## src/rtl/sitda_pkg.sv

```systemverilog
`timescale 1ns / 1ps
// ============================================================================
// sitda_pkg
// Shared types and constants for the signed integer to decimal ASCII core.
// ============================================================================
package sitda_pkg;

   // Field widths.
   localparam int MAG_W       = 32;
   localparam int DIGIT_COUNT = 10;
   localparam int BCD_W       = 4 * DIGIT_COUNT;
   localparam int CODE_W      = 6;
   localparam int NDIG_W      = 4;

   // Shift-and-add-3 conversion: 32 shifts spread over eight register stages.
   localparam int STEPS_PER_STAGE = 4;
   localparam int DABBLE_STAGES   = MAG_W / STEPS_PER_STAGE;

   // Character codes.
   localparam logic [CODE_W-1:0] CHAR_MINUS = 6'd45;
   localparam logic [CODE_W-1:0] CHAR_ZERO  = 6'd48;

   // Payload that travels through the conversion stages.
   typedef struct packed {
      logic             neg;
      logic [BCD_W-1:0] bcd;
      logic [MAG_W-1:0] bin;
   } dabble_type;

   // Payload handed to the character serializer: digits left-aligned so the
   // most significant nonzero digit sits in the top nibble.
   typedef struct packed {
      logic              neg;
      logic [BCD_W-1:0]  bcd;
      logic [NDIG_W-1:0] ndig;
   } ser_load_type;

endpackage

```

## src/rtl/signed_int_to_decimal_ascii_core.sv

```systemverilog
`timescale 1ns / 1ps
// ============================================================================
// signed_int_to_decimal_ascii_core
// Converts a signed 32-bit integer into its decimal ASCII text, one
// character per output transfer, with the last character marked.
// ============================================================================
// Each number passes a sign/magnitude stage, eight shift-and-add-3 stages of
// four steps each and a digit alignment stage, each with its own register,
// then enters the character serializer, whose register offers the first
// character.
// The serializer emits one character per cycle while the output is ready,
// so a number holds it for all its characters: 1 to 10 digits plus a
// minus sign when negative, at most 11, which sets the sustained rate.
// New numbers keep entering the stage pipeline while the serializer is busy
// or the output is stalled, up to eleven in flight, one in the serializer.
// ============================================================================
module signed_int_to_decimal_ascii_core (
   input  logic                          clock,
   input  logic                          reset,
   input  logic                          req_valid,
   output logic                          req_ready,
   input  logic signed [31:0]            req_value,
   output logic                          rsp_valid,
   input  logic                          rsp_ready,
   output logic [sitda_pkg::CODE_W-1:0]  rsp_char_code,
   output logic                          rsp_last
);

   localparam int NS = sitda_pkg::DABBLE_STAGES;

   logic [sitda_pkg::MAG_W-1:0] raw;
   logic                        front_valid_ff;
   sitda_pkg::dabble_type       front_data_ff;
   sitda_pkg::dabble_type       front_data_in;

   logic                        stage_valid [0:NS];
   logic                        stage_ready [0:NS];
   sitda_pkg::dabble_type       stage_data  [0:NS];

   logic                        align_valid_ff;
   sitda_pkg::ser_load_type     align_data_ff;
   sitda_pkg::ser_load_type     align_data_in;
   logic                        align_ready;
   logic                        ser_ready;
   logic [sitda_pkg::BCD_W-1:0] conv_bcd;

   // Sign and magnitude: the most negative value becomes 2147483648.
   assign raw                 = req_value;
   assign front_data_in.neg   = raw[sitda_pkg::MAG_W-1];
   assign front_data_in.bcd   = '0;
   assign front_data_in.bin   = raw[sitda_pkg::MAG_W-1] ? (~raw + 32'd1) : raw;
   assign req_ready           = !front_valid_ff || stage_ready[0];

   always_ff @(posedge clock) begin
      if (reset) begin
         front_valid_ff <= 1'b0;
      end else if (req_ready) begin
         front_valid_ff <= req_valid;
      end
   end

   always_ff @(posedge clock) begin
      if (req_ready && req_valid) begin
         front_data_ff <= front_data_in;
      end
   end

   assign stage_valid[0] = front_valid_ff;
   assign stage_data[0]  = front_data_ff;

   // Binary to BCD conversion pipeline.
   for (genvar g = 0; g < NS; g++) begin : g_dabble
      sitda_dabble_stage u_stage (
         .clock     (clock),
         .reset     (reset),
         .in_valid  (stage_valid[g]),
         .in_ready  (stage_ready[g]),
         .in_data   (stage_data[g]),
         .out_valid (stage_valid[g+1]),
         .out_ready (stage_ready[g+1]),
         .out_data  (stage_data[g+1])
      );
   end

   // Digit count and left alignment of the most significant nonzero digit.
   assign conv_bcd = stage_data[NS].bcd;

   always_comb begin
      align_data_in.neg  = stage_data[NS].neg;
      align_data_in.ndig = sitda_pkg::NDIG_W'(1);
      for (int n = 1; n < sitda_pkg::DIGIT_COUNT; n++) begin
         if (conv_bcd[4*n +: 4] != 4'd0) begin
            align_data_in.ndig = sitda_pkg::NDIG_W'(n + 1);
         end
      end
      align_data_in.bcd = conv_bcd;
      for (int k = 1; k <= sitda_pkg::DIGIT_COUNT; k++) begin
         if (align_data_in.ndig == sitda_pkg::NDIG_W'(k)) begin
            align_data_in.bcd = conv_bcd << (4 * (sitda_pkg::DIGIT_COUNT - k));
         end
      end
   end

   assign align_ready      = !align_valid_ff || ser_ready;
   assign stage_ready[NS]  = align_ready;

   always_ff @(posedge clock) begin
      if (reset) begin
         align_valid_ff <= 1'b0;
      end else if (align_ready) begin
         align_valid_ff <= stage_valid[NS];
      end
   end

   always_ff @(posedge clock) begin
      if (align_ready && stage_valid[NS]) begin
         align_data_ff <= align_data_in;
      end
   end

   // Character output.
   sitda_serializer u_serializer (
      .clock         (clock),
      .reset         (reset),
      .in_valid      (align_valid_ff),
      .in_ready      (ser_ready),
      .in_data       (align_data_ff),
      .rsp_valid     (rsp_valid),
      .rsp_ready     (rsp_ready),
      .rsp_char_code (rsp_char_code),
      .rsp_last      (rsp_last)
   );

endmodule

```

## src/rtl/sitda_dabble_stage.sv

```systemverilog
`timescale 1ns / 1ps
// ============================================================================
// sitda_dabble_stage
// One pipeline stage of the binary to BCD converter: four shift-and-add-3
// steps followed by a register with its own valid bit.
// ============================================================================
module sitda_dabble_stage (
   input  logic                   clock,
   input  logic                   reset,
   input  logic                   in_valid,
   output logic                   in_ready,
   input  sitda_pkg::dabble_type  in_data,
   output logic                   out_valid,
   input  logic                   out_ready,
   output sitda_pkg::dabble_type  out_data
);

   logic                   valid_ff;
   logic                   valid_in;
   sitda_pkg::dabble_type  data_ff;
   sitda_pkg::dabble_type  data_in;
   logic [sitda_pkg::BCD_W-1:0] bcd_v;
   logic [sitda_pkg::MAG_W-1:0] bin_v;

   // The stage can take a transfer when it is empty or its item moves on.
   assign in_ready  = !valid_ff || out_ready;
   assign out_valid = valid_ff;
   assign out_data  = data_ff;

   // Four conversion steps: correct every digit that is five or more, then
   // shift the next binary bit into the BCD word.
   always_comb begin
      bcd_v = in_data.bcd;
      bin_v = in_data.bin;
      for (int s = 0; s < sitda_pkg::STEPS_PER_STAGE; s++) begin
         for (int n = 0; n < sitda_pkg::DIGIT_COUNT; n++) begin
            if (bcd_v[4*n +: 4] >= 4'd5) begin
               bcd_v[4*n +: 4] = bcd_v[4*n +: 4] + 4'd3;
            end
         end
         bcd_v = {bcd_v[sitda_pkg::BCD_W-2:0], bin_v[sitda_pkg::MAG_W-1]};
         bin_v = {bin_v[sitda_pkg::MAG_W-2:0], 1'b0};
      end
      data_in.neg = in_data.neg;
      data_in.bcd = bcd_v;
      data_in.bin = bin_v;
   end

   assign valid_in = in_ready ? in_valid : valid_ff;

   // Valid bit.
   always_ff @(posedge clock) begin
      if (reset) begin
         valid_ff <= 1'b0;
      end else begin
         valid_ff <= valid_in;
      end
   end

   // Payload register, loaded only with a new item.
   always_ff @(posedge clock) begin
      if (in_ready && in_valid) begin
         data_ff <= data_in;
      end
   end

endmodule

```

## src/rtl/sitda_serializer.sv

```systemverilog
`timescale 1ns / 1ps
// ============================================================================
// sitda_serializer
// Holds one converted number and presents its characters one per transfer:
// the minus sign when negative, then the significant digits.
// ============================================================================
module sitda_serializer (
   input  logic                          clock,
   input  logic                          reset,
   input  logic                          in_valid,
   output logic                          in_ready,
   input  sitda_pkg::ser_load_type       in_data,
   output logic                          rsp_valid,
   input  logic                          rsp_ready,
   output logic [sitda_pkg::CODE_W-1:0]  rsp_char_code,
   output logic                          rsp_last
);

   logic                              valid_ff;
   logic                              valid_in;
   logic                              neg_ff;
   logic                              neg_in;
   logic [sitda_pkg::BCD_W-1:0]       bcd_ff;
   logic [sitda_pkg::BCD_W-1:0]       bcd_in;
   logic [sitda_pkg::NDIG_W-1:0]      left_ff;
   logic [sitda_pkg::NDIG_W-1:0]      left_in;
   logic                              xfer;
   logic                              done;

   // Current character: the sign while it is pending, else the top digit.
   assign rsp_valid     = valid_ff;
   assign rsp_last      = !neg_ff && (left_ff == sitda_pkg::NDIG_W'(1));
   assign rsp_char_code = neg_ff ? sitda_pkg::CHAR_MINUS
                        : sitda_pkg::CHAR_ZERO
                          + {2'b00, bcd_ff[sitda_pkg::BCD_W-1 -: 4]};

   assign xfer     = valid_ff && rsp_ready;
   assign done     = xfer && rsp_last;
   assign in_ready = !valid_ff || done;

   // Next state: load a new number, or step to the next character.
   always_comb begin
      valid_in = valid_ff;
      neg_in   = neg_ff;
      bcd_in   = bcd_ff;
      left_in  = left_ff;
      if (in_ready) begin
         valid_in = in_valid;
         neg_in   = in_data.neg;
         bcd_in   = in_data.bcd;
         left_in  = in_data.ndig;
      end else if (xfer) begin
         if (neg_ff) begin
            neg_in = 1'b0;
         end else begin
            bcd_in  = {bcd_ff[sitda_pkg::BCD_W-5:0], 4'd0};
            left_in = left_ff - sitda_pkg::NDIG_W'(1);
         end
      end
   end

   // Valid bit.
   always_ff @(posedge clock) begin
      if (reset) begin
         valid_ff <= 1'b0;
      end else begin
         valid_ff <= valid_in;
      end
   end

   // Character state.
   always_ff @(posedge clock) begin
      neg_ff  <= neg_in;
      bcd_ff  <= bcd_in;
      left_ff <= left_in;
   end

endmodule

```

## config.mk

```make
export PLATFORM = sky130hd
export DESIGN_NAME = signed_int_to_decimal_ascii_core
export DESIGN_NICKNAME = d
export VERILOG_FILES = /design/src/rtl/sitda_pkg.sv /design/src/rtl/signed_int_to_decimal_ascii_core.sv /design/src/rtl/sitda_dabble_stage.sv /design/src/rtl/sitda_serializer.sv
export SDC_FILE = /design/constraint.sdc
export NUM_CORES = 1
export LEC_CHECK = 0
export BUFFER_PORTS_ARGS = -buffer_cell sky130_fd_sc_hd__buf_2
export CORE_MARGIN = 2
export CORE_UTILIZATION = 40
export DETAILED_ROUTE_END_ITERATION = 6
export PLACE_DENSITY = 0.63
export SETUP_SLACK_MARGIN = 0.05
export SYNTH_ARGS = -nofsm -noshare
export SYNTH_HDL_FRONTEND = slang
export SYNTH_SLANG_ARGS = --single-unit
```

## constraint.sdc

```tcl
create_clock -name clock -period 6.6 [get_ports clock]
set_input_delay 1.32 -clock clock [delete_from_list [all_inputs] [get_ports clock]]
set_output_delay 1.32 -clock clock [all_outputs]
set_load 0.005 [all_outputs]
```

==> impl_metrics.tcl, run 1 <==
set metrics [dict create \
    status "complete, no violations" \
    numCtsBuffers 49 \
    p_leak_nw 15.3 \
    drtAntennaViolNets 0 \
    routabilityCongestion 0.948 \
    tightest_slew_ps 1170 \
    dieArea_sq_um 85900 \
    worstSetupPathType "flip-flop to flip-flop" \
    finClkSkew_ps 26.1 \
    worst_r2r_path_depth 22 \
    max-vdd-ir-drop_mv 0.186 \
    hold_end "g_dabble[2].u_stage.out_data[31]" \
    grt_pass1_vias 22984 \
    portBuffers 43 \
    hp-start "g_dabble[1].u_stage.out_data[27]" \
    synthAdderAreaFrac 0.120 \
    syn_area_sq_um 33400 \
    grt_overflow 0 \
    path_clk_slew_ps 60 \
    cts-resized-gates 0 \
    antenna_found_initial 0 \
    grt_max_degree 51 \
    required_ps 6940 \
    finalSetupViolations 0 \
    async_flop_share 0 \
    whs_path_depth 0 \
    ys_seq_elements 439 \
    relSlewSlack 0.221 \
    holdWs_ps 411 \
    syn_nets 3814 \
    vias 24121 \
    rsz0062_at_grt "no" \
    via_per_inst 5.23 \
    drive_above_1_share 0.0867 \
    die_x_um 293 \
    reg2reg_setup_slack_ps 1620 \
    cp-end-kind "flip-flop" \
    path_max_fanout 6 \
    yosys.area_share.simple 0.155 \
    route.detailed.drc 0 \
    insertion_delay_ps 600 \
    root_buffer "clkbuf_16" \
    period_minus_slack_ps 4980 \
    cap_violations 0 \
    max_freq_mhz 201 \
    drv_slew 0 \
    drtIter0Drc 1232 \
    synth-edff-count 428 \
    htreeDepth 2 \
    io_pins 45 \
    wl_per_cell_um 13.0 \
    layout_worst_path_cycle_share 0.755 \
    antennaDiodeCount 0 \
    clockBufferDepth 3 \
    postCtsHoldBufs 0 \
    ys_seq_area_frac 0.391 \
    fin_area_sq_um 36600 \
    syn_avg_cell_area_sq_um 9.68 \
    die_h_um 293 \
    dr.pass1.iters 5 \
    syn_inst 3456 \
    synthFlopType "edfxtp_1" \
    yosys_warnings 0 \
    post_cts_buffers 0 \
    grt_usage 0.139 \
    r2r_end "g_dabble[5].u_stage.out_data[38]" \
    core-area_sq_um 83200 \
    grt_pass1_wl_um 103000 \
    cts_tree "done" \
    arrival_ps 5330 \
    area_growth_pct 9.32 \
    synth_xor_area_frac 0.0432 \
    muxShareOfSynthArea 0.0787 \
    placed_area_sq_um 35000 \
    clock-sinks 439 \
    tns_ps 0 \
    holdCritPathClass "flip-flop to flip-flop" \
    layout.nets 3849 \
    hold_violations 0 \
    drt-total-wl_um 60100 \
    std_cell_rows 106 \
    synthDistinctLibCells 83 \
    r2r-start "g_dabble[4].u_stage.out_data[36]" \
    start_util 0.402 \
    synth_compound_area_frac 0.164 \
    power_density_nw_per_um2 207 \
    detailed_place_hpwl_um 44700 \
    synth_top_family_by_area "compound AO/OA/AOI/OAI gates" \
    startpoint_type "flip-flop" \
]
==> cells by family after synthesis <==
| family | Yosys count |
|---|---|
| mux | 252 |
| simple gates | 1030 |
| flops | 439 |
| buf+inv | 421 |
| compound gates | 826 |
| other cells | 1 |
| xor+xnor | 165 |
| fa+ha+maj | 322 |
==> registers in the layout, indices dropped and copies added, names as in the netlist <==
signal and count:
front_data_ff 33, g_dabble.u_stage.out_data 305, u_serializer.rsp_valid 1, align_data_ff 45
u_serializer.bcd_ff 40, g_dabble.u_stage.out_valid 8, u_serializer.neg_ff 1, u_serializer.left_ff 4
align_valid_ff 1, front_valid_ff 1
==> cells in the mapped netlist, types with 20 or more instances <==
cell type / n / share of area
a211o_1: 22 / 0.0058
a211oi_1: 53 / 0.012
a21o_1: 38 / 0.0085
a21oi_1: 187 / 0.028
a221oi_1: 37 / 0.0097
a31oi_1: 24 / 0.0045
and2_1: 21 / 0.0039
clkbuf_1: 68 / 0.0076
edfxtp_1: 428 / 0.38
ha_1: 322 / 0.12
inv_1: 344 / 0.039
mux2_2: 88 / 0.030
mux2i_1: 164 / 0.049
nand2_1: 325 / 0.036
nand2b_1: 121 / 0.023
nor2_1: 217 / 0.024
nor2b_1: 112 / 0.021
nor3_1: 60 / 0.0090
nor3b_1: 30 / 0.0067
o211ai_1: 20 / 0.0045
o21a_1: 21 / 0.0047
o21ai_0: 191 / 0.029
o21bai_1: 25 / 0.0056
o22ai_1: 24 / 0.0045
o31ai_1: 35 / 0.0079
or2_2: 30 / 0.0056
xnor2_1: 150 / 0.039
==> layout by cell type (no fill, tap or decap), types with 22 or more instances in the layout <==
| cell type | n |
|---|---|
| mux2i_1 | 164 |
| o31ai_1 | 35 |
| nand2b_1 | 121 |
| nor3b_1 | 30 |
| o21bai_1 | 25 |
| xnor2_1 | 150 |
| a31oi_1 | 22 |
| a21oi_1 | 185 |
| o22ai_1 | 24 |
| or2_2 | 30 |
| ha_1 | 322 |
| a211oi_1 | 53 |
| nand2_1 | 325 |
| buf_2 | 43 |
| nor2_1 | 214 |
| inv_1 | 344 |
| o21ai_0 | 190 |
| a221oi_1 | 37 |
| nor2b_1 | 111 |
| clkbuf_16 | 49 |
| mux2_2 | 88 |
| a21o_1 | 38 |
| nor3_1 | 60 |
| a211o_1 | 22 |
| edfxtp_1 | 428 |
==> report_power, final <==
group          leakage (nW)  total (mW)  internal (mW)  switching [mW]
clock                 0.761        2.65           1.53            1.12
combinational          10.5        1.65          0.765           0.889
sequential             4.08        3.27           3.22          0.0465
==> worst max-delay path by stage <==
stage | slack, ps | from | cells after the start | to
after floorplan | 1100 | rsp_ready | 3 | align_data_ff[0]
after global placement | 1670 | g_dabble[4].u_stage.out_data[36] | 22 | g_dabble[5].u_stage.out_data[38]
after detailed placement | 1610 | g_dabble[4].u_stage.out_data[36] | 22 | g_dabble[5].u_stage.out_data[38]
after CTS | 1590 | g_dabble[4].u_stage.out_data[36] | 22 | g_dabble[5].u_stage.out_data[38]
after global routing | 1160 | g_dabble[0].u_stage.out_data[33] | 20 | g_dabble[1].u_stage.out_data[34]
final | 1620 | g_dabble[4].u_stage.out_data[36] | 22 | g_dabble[5].u_stage.out_data[38]
==> area by class of cell <==
| cell class | instances | area (sq um) |
|---|---|---|
| Clock buffer | 61 | 1270 |
| Clock inverter | 28 | 290 |
| Fill cell | 7896 | 46600 |
| Inverter | 344 | 1290 |
| Multi-Input combinational cell | 2596 | 18900 |
| Sequential cell | 439 | 13100 |
| Tap cell | 1080 | 1350 |
| Timing Repair Buffer | 61 | 350 |
==> per-layer routing <==
metal | wire length (um) | global-route usage | up-vias
li1 | - | - | 12527
met4 | 1710 | 0.0444 | 0
met1 | 27200 | 0.169 | 11055
met2 | 28900 | 0.251 | 399
met3 | 2320 | 0.0193 | 140
met5 | 0 | 0 | -
==> critical path, cell delays in order, from the launching register on <==
cell and delay, ps:
edfxtp_1 460, inv_1 90, ha_1 190, nor2b_1 230
a2bb2oi_1 210, and2_1 190, inv_1 70, ha_1 250
nor2b_1 150, o31ai_1 350, xnor2_1 220, inv_1 120
ha_1 200, nand2b_1 180, o21ai_0 90, a2bb2oi_1 80
o22a_1 240, xnor2_1 300, inv_1 110, ha_1 210
nand2b_1 130, a21oi_1 270, mux2_2 370
==> stage by stage <==
step                power, mW  utilization  instances  setup slack, ps
floorplan                4.68            -       3456             1100
global placement         4.95        0.421       4520             1670
detailed placement       4.99        0.421       4520             1610
CTS                      7.68        0.440       4609             1590
global route             8.04        0.440       4609             1160
finish                   7.57        0.440       4609             1620
Power figures use the tool's default switching activity.
==> inputs of run 2 (changes only) <==
ABC_AREA = 1   (was not set)
clock period = 4.99 ns   (was 6.6 ns; I/O delays follow)
==> impl_metrics.tcl, run 2 <==
set metrics [dict create \
    status "complete, no violations" \
    synth_commonest_cells "1139 x nand2_1, 771 x inv_1, 428 x edfxtp_1" \
    rsz0062_at_grt "no" \
    routabilityCongestion 0.941 \
    layout.nets 4633 \
    period_minus_slack_ps 4350 \
    synth-edff-count 428 \
    crit_top_cell "nand2_1" \
    synth_compound_area_frac 0.108 \
    syn_area_sq_um 33500 \
    largest_reg_flops 305 \
    path_clk_slew_ps 60 \
    grt_usage 0.139 \
    tightest_slew_ps 1100 \
    final_common_cell "nand2_1" \
    synthDistinctLibCells 58 \
    grt_pass1_vias 24029 \
    grt_max_degree 47 \
    die_h_um 293 \
    hold_violations 0 \
    synth_top_family_by_area "simple AND/OR/NAND/NOR gates" \
    drt-met1-wl_um 26100 \
    cp_top_family "simple AND/OR/NAND/NOR gates" \
    cp-end-kind "output port" \
    syn_inst 4202 \
    async_flop_share 0 \
    seqPwrFrac 0.429 \
    drtIter0Drc 1315 \
    synthAdderAreaFrac 0.120 \
    p_switching_mw 2.59 \
    final_cell_mix "1139 x nand2_1, 771 x inv_1, 428 x edfxtp_1" \
    syn_nets 4560 \
    htreeDepth 2 \
    tns_ps 0 \
    p_leak_nw 17.8 \
    worstPathCellList "ha_1 > nand2_1 > nor3_1 > nand2_1 > nand2_1 > nor2_1 > nand2_1 > nor2_2 > nand2_1 > nor2_2 > nand2_1 > nor2_4 > nand2_2 > nor2_2 > nand2_1 > buf_2" \
    path_max_fanout 4 \
    yosys.area_share.simple 0.225 \
    clockBufferDepth 3 \
    dieArea_sq_um 86100 \
    drt-total-wl_um 59100 \
    pre_cts_ws_ps 774 \
    wl_met3_um 2260 \
    relSlewSlack 0.267 \
    required_ps 3990 \
    synth_xor_area_frac 0.0587 \
    portBuffers 43 \
    drtAntennaViolNets 0 \
    max_freq_mhz 230 \
    cap_violations 0 \
    route.detailed.drc 0 \
    syn_avg_cell_area_sq_um 7.98 \
    yosys-top-cells-area "edfxtp_1 38%, nand2_1 13%, ha_1 12%" \
    slowest_delay_ps 430 \
    clkPwrFrac 0.415 \
    drive_above_1_share 0.102 \
    vias 25288 \
    muxShareOfSynthArea 0 \
    synth.top_cell.area_share 0.383 \
    postCtsHoldBufs 0 \
    cts-resized-gates 0 \
    worstSetupPathType "flip-flop to output port" \
    power_density_nw_per_um2 266 \
    insertion_delay_ps 640 \
    die_x_um 293 \
    wl_met2_um 29300 \
    layout_worst_path_cycle_share 0.872 \
    routed.top_layer "met4" \
    synthFlopType "edfxtp_1" \
    finClkSkew_ps 44.9 \
    startpoint_type "flip-flop" \
    cts_tree "done" \
    wl_per_cell_um 10.9 \
    numCtsBuffers 52 \
    max-vdd-ir-drop_mv 0.255 \
    core-area_sq_um 83300 \
    ys_seq_elements 439 \
    holdCritPathClass "flip-flop to flip-flop" \
    crit_path_top_delay_cell "edfxtp_1" \
    switching_share 0.263 \
    grt_overflow 0 \
    clock-sinks 439 \
    detailed_place_hpwl_um 45600 \
    path_buf_inv 1 \
    antennaDiodeCount 0 \
    grt_pass1_wl_um 103000 \
    io_pins 45 \
    internal_power_mw 7.25 \
    finalSetupViolations 0 \
    yosys_warnings 0 \
    post_cts_buffers 0 \
    ys_seq_area_frac 0.390 \
    antenna_found_initial 1 \
    synth.most_common_cell "nand2_1" \
    start_util 0.402 \
    area_growth_pct 10.2 \
    power_frac_comb 0.156 \
    layout_setup_ws_ps 639 \
    root_buffer "clkbuf_16" \
    std_cell_rows 106 \
    via_per_inst 4.69 \
    dr.pass1.iters 6 \
    yosysTopAreaCell "edfxtp_1" \
    drv_slew 0 \
    arrival_ps 3350 \
]
run 2: cell count changes in the layout (fill, tap and decap cells not counted), moves of 121 or more:
cell      before   now
nand3_1       17   160
mux2i_1      164     0
nand2b_1     121     0
o21ai_1        5   134
nand2_1      325  1139
xor2_1        15   156
xnor2_1      150    19
inv_1        344   771
run 2: layer usage:
metal  track usage  vias up
li1              -    13580
met1         0.160    11268
met2         0.263      340
met3        0.0199      100
met4        0.0412        0
met5             0        -
run 2: per-stage QoR:
stage | total power, mW | util | cell area [sq um] | hold WS (ps) | std cells
floorplan | 5.56 | - | 33500 | 400 | 4202
global placement | 5.79 | 0.421 | 35000 | 401 | 5301
detailed placement | 5.84 | 0.421 | 35000 | 405 | 5301
CTS | 9.98 | 0.443 | 36900 | 412 | 5396
global route | 10.4 | 0.443 | 36900 | 420 | 5396
finish | 9.84 | 0.443 | 36900 | 405 | 5396
run 2: worst reg2reg max path, delay by kind of cell, from the launching register on:
family | cells | cell delay (ps)
buffers and inverters | 4 | 320
flip-flops | 1 | 410
adder cells (fa/ha/maj) | 5 | 1020
AND/OR/NAND/NOR | 9 | 1050
AO/OA/AOI/OAI | 1 | 150
XOR/XNOR | 4 | 1030
run 2: cell families (layout without fill, tap and decap cells):
group	Yosys count	in the layout
XOR/XNOR	201	201
other	1	1
AO/OA/AOI/OAI	604	604
buffers and inverters	862	976
flip-flops	439	439
adder cells (fa/ha/maj)	322	322
AND/OR/NAND/NOR	1773	1773
run 2: area by class of cell:
| cell class | instances | area [sq um] |
|---|---|---|
| Fill cell | 8106 | 46400 |
| Clock inverter | 32 | 498 |
| Clock buffer | 63 | 1380 |
| Tap cell | 1080 | 1350 |
| Multi-Input combinational cell | 2901 | 17200 |
| Sequential cell | 439 | 13100 |
| Inverter | 823 | 3090 |
| Timing Repair Buffer | 58 | 328 |
run 2: path summary, 6_finish.rpt:
kind / from / endpoint / slack (ps) / depth (start not counted)
max reg2reg: g_dabble[2].u_stage.out_data[44] / g_dabble[3].u_stage.out_data[45] / 740 / 23
min: front_data_ff[24] / g_dabble[0].u_stage.out_data[28] / 410 / 0
max: u_serializer.left_ff[0] / req_ready / 640 / 16
min reg2reg: front_data_ff[24] / g_dabble[0].u_stage.out_data[28] / 410 / 0
run 2: power by group through the flow:
stage | Sequential, mW | Clock (mW) | Combinational [mW]
after floorplan | 4.29 | 0 | 1.26
after global placement | 4.30 | 0 | 1.49
after detailed placement | 4.30 | 0 | 1.54
after CTS | 4.22 | 4.21 | 1.55
after global routing | 4.23 | 4.33 | 1.82
final | 4.22 | 4.08 | 1.53
